`config.mk`:
```
export PLATFORM = sky130hd
export DESIGN_NAME = lpmf_ctrl
export DESIGN_NICKNAME = d
export VERILOG_FILES = /design/src/hdl/lpmf_pkg.sv /design/src/hdl/lpmf_ctrl.sv
export SDC_FILE = /design/constraint.sdc
export NUM_CORES = 1
export LEC_CHECK = 0
export ABC_AREA = 1
export BUFFER_PORTS_ARGS = -buffer_cell sky130_fd_sc_hd__buf_2
export CAP_MARGIN = 5
export CELL_PAD_IN_SITES_DETAIL_PLACEMENT = 1
export CELL_PAD_IN_SITES_GLOBAL_PLACEMENT = 1
export CORE_AREA = 2 2 39 41
export CTS_CLUSTER_DIAMETER = 120
export CTS_CLUSTER_SIZE = 8
export DETAILED_ROUTE_END_ITERATION = 10
export DIE_AREA = 0 0 41 43
export PLACE_DENSITY_LB_ADDON = 0.08
export SYNTH_ARGS = -nofsm -noshare
export SYNTH_HDL_FRONTEND = slang
export SYNTH_SLANG_ARGS = --single-unit
```
`constraint.sdc`:
```
create_clock -name clk -period 1.23 [get_ports clk]
set_input_delay 0.246 -clock clk [delete_from_list [all_inputs] [get_ports clk]]
set_output_delay 0.246 -clock clk [all_outputs]
set_load 0.02 [all_outputs]
```
`src/hdl/lpmf_pkg.sv`:
```
// shared types and constants for the length-prefixed message fifo
package lpmf_pkg;

  localparam int STORE_BYTES = 4096;
  localparam int MAX_MESSAGE = 64;
  localparam int AW = $clog2(STORE_BYTES);
  localparam int PW = AW + 1;
  localparam int LW = 7;
  localparam int CW = PW + 1;

  typedef logic [PW-1:0] ptr_t;
  typedef logic [AW-1:0] addr_t;
  typedef logic [LW-1:0] len_t;

  typedef enum logic [1:0] {
    CMD_PUT_BEGIN = 2'd0,
    CMD_PUT_BYTE  = 2'd1,
    CMD_GET       = 2'd2,
    CMD_NONE      = 2'd3
  } cmd_t;

  typedef enum logic [1:0] {
    ST_OK        = 2'd0,
    ST_NO_SPACE  = 2'd1,
    ST_EMPTY     = 2'd2,
    ST_TOO_LARGE = 2'd3
  } status_t;

  typedef struct packed {
    cmd_t       cmd;
    len_t       msg_len;
    logic [7:0] data_byte;
    len_t       max_len;
  } req_t;

  typedef struct packed {
    status_t    status;
    logic [7:0] out_byte;
    len_t       out_len;
    logic       has_byte;
    logic       last;
  } result_t;

  // controller to datapath
  typedef struct packed {
    logic put_begin;
    logic put_byte;
    logic get_empty;
    logic get_open;
    logic hdr;
    logic byte_step;
  } ctl_t;

  // datapath to controller
  typedef struct packed {
    logic empty;
    logic hdr_bad;
    logic hdr_zero;
    logic final_byte;
  } sts_t;

endpackage

```
`src/hdl/lpmf_ctrl.sv`:
```
// controller state machine: request decode and get sequencing
module lpmf_ctrl (
  input  logic            clk,
  input  logic            rst,
  input  logic            start,
  input  lpmf_pkg::cmd_t  cmd,
  input  lpmf_pkg::sts_t  sts,
  output logic            busy,
  output lpmf_pkg::ctl_t  ctl
);
  import lpmf_pkg::*;

  typedef enum logic [2:0] {
    S_IDLE      = 3'b001,
    S_GET_HDR   = 3'b010,
    S_GET_BYTES = 3'b100
  } state_t;

  state_t state, state_next;

  assign busy = (state != S_IDLE);

  always_comb begin
    state_next = state;
    ctl        = '0;
    unique case (state)
      S_IDLE: begin
        if (start) begin
          unique case (cmd)
            CMD_PUT_BEGIN: ctl.put_begin = 1'b1;
            CMD_PUT_BYTE:  ctl.put_byte  = 1'b1;
            CMD_GET: begin
              if (sts.empty) begin
                ctl.get_empty = 1'b1;
              end else begin
                ctl.get_open = 1'b1;
                state_next   = S_GET_HDR;
              end
            end
            default: ;
          endcase
        end
      end
      S_GET_HDR: begin
        ctl.hdr = 1'b1;
        if (sts.hdr_bad || sts.hdr_zero) begin
          state_next = S_IDLE;
        end else begin
          state_next = S_GET_BYTES;
        end
      end
      S_GET_BYTES: begin
        ctl.byte_step = 1'b1;
        if (sts.final_byte) begin
          state_next = S_IDLE;
        end
      end
      default: state_next = S_IDLE;
    endcase
  end

  always_ff @(posedge clk) begin
    if (rst) begin
      state <= S_IDLE;
    end else begin
      state <= state_next;
    end
  end

endmodule

```
# Word-level counts from Yosys, hierarchy flattened
# Index checks and enable logic that the tools add are counted.
dict set report totals {
  register_bits 3
  inputBits 9
  output_inout_bits 7
  word_cells 29
}
dict set report op_classes {
  n_eq_ne 10
  muxes 15
  reduce_logical 3
}
# cell n
set op_table {}
lappend op_table {{2-to-1 mux 3 bit} 5}
lappend op_table {{case mux 3 bit (3 select lines)} 1}
lappend op_table {{2-to-1 mux 4 bit} 2}
lappend op_table {{2-to-1 mux 1 bit} 6}
lappend op_table {{inequality test 2 bit, second input constant} 3}
lappend op_table {{AND reduction 4 bit} 1}
lappend op_table {{== test 3 x 1 -> 1 bit, second input constant} 1}
lappend op_table {{== test 3 x 2 -> 1 bit, second input constant} 1}
lappend op_table {{== test 3 bit, second input constant} 1}
lappend op_table {{inequality test 3 x 1 -> 1 bit, second input constant} 1}
lappend op_table {{== test 2 x 1 -> 1 bit, second input constant} 1}
lappend op_table {{== test 2 bit, second input constant} 1}
lappend op_table {{zero test 2 bit} 1}
lappend op_table {{2-to-1 mux 2 bit} 1}
lappend op_table {{inequality test 2 x 1 -> 1 bit, second input constant} 1}
lappend op_table {{logical OR 1 bit} 1}

# Logic depth before layout (Yosys ltp)
dict set report logic_depth {
  word_depth 4
  mapped_depth 5
  mapped_depth_nobuf 5
}

# Worst setup path before layout
# Ideal clock, no wire load.
dict set report synth_path {
  path_type {register -> output}
  start {register state[1]}
  end {output port ctl[4] (netlist name)}
  t_arrival_ns 1.210
  t_required_ns 0.984
  slack_ns -0.226
  path_stages_with_launch 4
  path_buffers 0
  path_cell_list {dfxtp_1 inv_1 nand3_4 nor4_1}
}
# element line
set synth_lines {}
lappend synth_lines {{start: declaration} lpmf_ctrl.sv:19} ;# state_t state, state_next;
lappend synth_lines {{start signal: assignment} lpmf_ctrl.sv:66} ;# state <= state_next;
lappend synth_lines {{end: declaration} lpmf_ctrl.sv:9} ;# output lpmf_pkg::ctl_t ctl

==> impl_metrics.ini <==
[power]
switching_share_pct = 26.4
p_comb_share_pct = 23.4
ir_worst_vdd_v = 0.000191
p_per_area_nw_per_um2 = 801
power_leakage_nw = 0.225
p_seq_share_pct = 28.8
switchingPower_mw = 0.0944
intPower_mw = 0.264
fin_total_pwr_mw = 0.358
p_clk_share_pct = 47.8

[finish]
drive_gt1_share_pct = 71.2
num-nets-final = 69
design_area_um2 = 447
area.growth.synth_to_final_pct = 122
regMostFlops = state
largest_registers = state (3)
largest_register_ffs = 3
n_antenna_cell = 0

[setup_path]
r2r_slack_ns = 0.28
reg2reg_depth = 6
start_kind = flip-flop
arrival_ns = 1.09
endpoint = ctl[4]
crit_path_end_kind = output port
critPathKind = reg2out
startpoint = state[1]$_SDFFE_PP0P_
critPathRequiredTime_ns = 0.98
path_max_fanout = 6
rr_startpoint = state[2]$_SDFFE_PP0P_
r2r-end = state[0]$_SDFFE_PP1P_

[synth]
syn_avg_cell_area_um2 = 6.71
synthAdderAreaFrac_pct = 0
ys.warnings.count = 0
yosysUniqueCellTypes = 12
yosysTopAreaCell = dfxtp_1
synth_area_leaders = dfxtp_1 30%, inv_1 13%, nand3_1 12%, nand3_4 8.7%, nor3_1 7.5%
synth.mux.area_fraction_pct = 0
synth_xor_area_share_pct = 0
synth-simple-area-share_pct = 50.3
synthCells = 30
syn-num-nets = 39
synthDominantCellAreaShare_pct = 29.8
synth_top_family_by_area = simple AND/OR/NAND/NOR gates
synth_seq_area_share_pct = 29.8
synth-compound-area-share_pct = 4.97
synth.cell_area_um2 = 201
ys_ff_latch = 3

[drt]
vias = 312
dr.pass1.iters = 2
avgRoutedWirePerCell_um = 10.1
avgViaCountPerCell = 4.16
drc = 0
ant_nets = 0
postRouteWirelength_um = 756
drtIter0Drc = 1

[floorplan]
die_w_um = 41
die_area_um2 = 1760
dieHeight_um = 43
io_pins = 16
core-area_um2 = 1380
num_rows = 14
start_util_pct = 14.6

[timing]
fmax_mhz = 750
setup_viol = 7
rsz0062_at_grt = true
clock-skew-final_ns = 0.00143
slew_violations = 0
hold_viol = 0
slew_headroom_pct = 86.9
tightest_slew_ns = 0.194
fin_ws_ns = -0.104
period_needed_ns = 1.33
finalCritPeriodShare_pct = 108

[grt]
antenna_found_initial = 0
grt_pass1_vias = 334
grt_usage_pct = 10.4
grt_pass1_wl_mm = 1.19
grt-ovfl-total = 0
grt_max_degree = 7

[place]
place.gp.congestion = 0.572
placed_area_um2 = 312
dp_hpwl_um = 555
io_buffers = 15

[clocking]
clk_pin_slew_worst_paths_ns = 0.04
htreeDepth = 1
ctsHoldBuffers = 0
cts_sinks = 3
clk_latency_ns = 0.23
cts_max_path_buffers = 2
cts_made_buffers = 3
cts-root-buf = clkbuf_4
cts_tree = yes

[run]
maxCapViolCount = 0

[worst_hold_path]
hold_class = in2reg

[run_status]
violations = setup timing
outcome = finished, violations left
-- layout make-up --
type / count / area (µm²)
Clock buffer: 4 / 26.3
Multi-Input combinational cell: 19 / 136
Inverter: 8 / 30.0
Timing Repair Buffer: 25 / 170
Sequential cell: 3 / 63.8
Fill cell: 185 / 937
Tap cell: 16 / 20.0
-- metal layers --
metal	vias up	share of wire, %	routed length [µm]	GRT usage (%)
met3	0	3.2	24	1.57
met4	0	0	0	10.0
met1	148	33	251	7.69
li1	157	-	-	-
met5	-	0	0	0
met2	7	63	479	19.4
-- synthesized netlist by cell type, drive strengths merged --
cell type	instances
nor3	4
nand3	6
nor4	2
nand2	1
inv	8
nor2	4
a21oi	1
o21ai	1
dfxtp	3
-- through the flow --
stage	setup slack, ns	setup TNS [ns]	std cells	util, %	hold WS, ns
4_1_cts	-0.136	-0.614	74	30.7	0.194
5_1_grt	-0.184	-0.921	75	32.3	0.201
3_3_place_gp	0.0757	0	63	22.5	0.455
3_5_place_dp	0.0120	0	63	22.5	0.453
6_report	-0.104	-0.455	75	32.3	0.204
2_1_floorplan	-0.226	-0.512	30	-	0.315
-- worst min path at each step --
stage	from	endpoint	slack (ns)	cells after the start
after floorplan	rst	state[1]$_SDFFE_PP0P_	0.31	1
final	rst	state[1]$_SDFFE_PP0P_	0.20	2
after detailed placement	rst	state[2]$_SDFFE_PP0P_	0.45	2
after global routing	rst	state[1]$_SDFFE_PP0P_	0.20	2
after global placement	rst	state[2]$_SDFFE_PP0P_	0.45	2
after CTS	rst	state[1]$_SDFFE_PP0P_	0.19	2
-- power groups by stage --
| stage | combinational, mW | clock, mW | sequential, mW |
|---|---|---|---|
| final | 0.0837 | 0.171 | 0.103 |
| after global routing | 0.0922 | 0.181 | 0.103 |
| after CTS | 0.0767 | 0.181 | 0.103 |
| after detailed placement | 0.0632 | 0 | 0.104 |
| after global placement | 0.0613 | 0 | 0.104 |
| after floorplan | 0.0323 | 0 | 0.104 |
-- critical path, cell delays in order, from the launching register on --
cell     delay, ns
dfxtp_2       0.32
inv_2         0.07
nand3_4       0.11
nor4_2        0.15
buf_2         0.20
-- layout by cell type, fill, tap and decap left out --
cell       n
a21oi_1    1
buf_2     10
buf_4     13
buf_6      2
clkbuf_1   1
clkbuf_4   3
dfxtp_2    3
inv_1      5
inv_2      3
nand2_2    1
nand3_1    5
nand3_4    1
nor2_1     3
nor2_2     1
nor3_1     1
nor3_2     3
nor4_2     2
o21ai_0    1
-- logic make-up (layout without fill, tap and decap cells) --
kind of cell	Yosys count	count (layout)
AO/OA/AOI/OAI	2	2
buffers and inverters	8	37
flip-flops	3	3
AND/OR/NAND/NOR	17	17
-- what timing repair did --
item	CTS	global route
resized for setup	12	5
pin swaps	2	2
endpoints found under the hold margin	0	0
buffers inserted	7	1
endpoints found under the setup margin	7	7
Note: power is estimated with default switching activity, not from simulation.
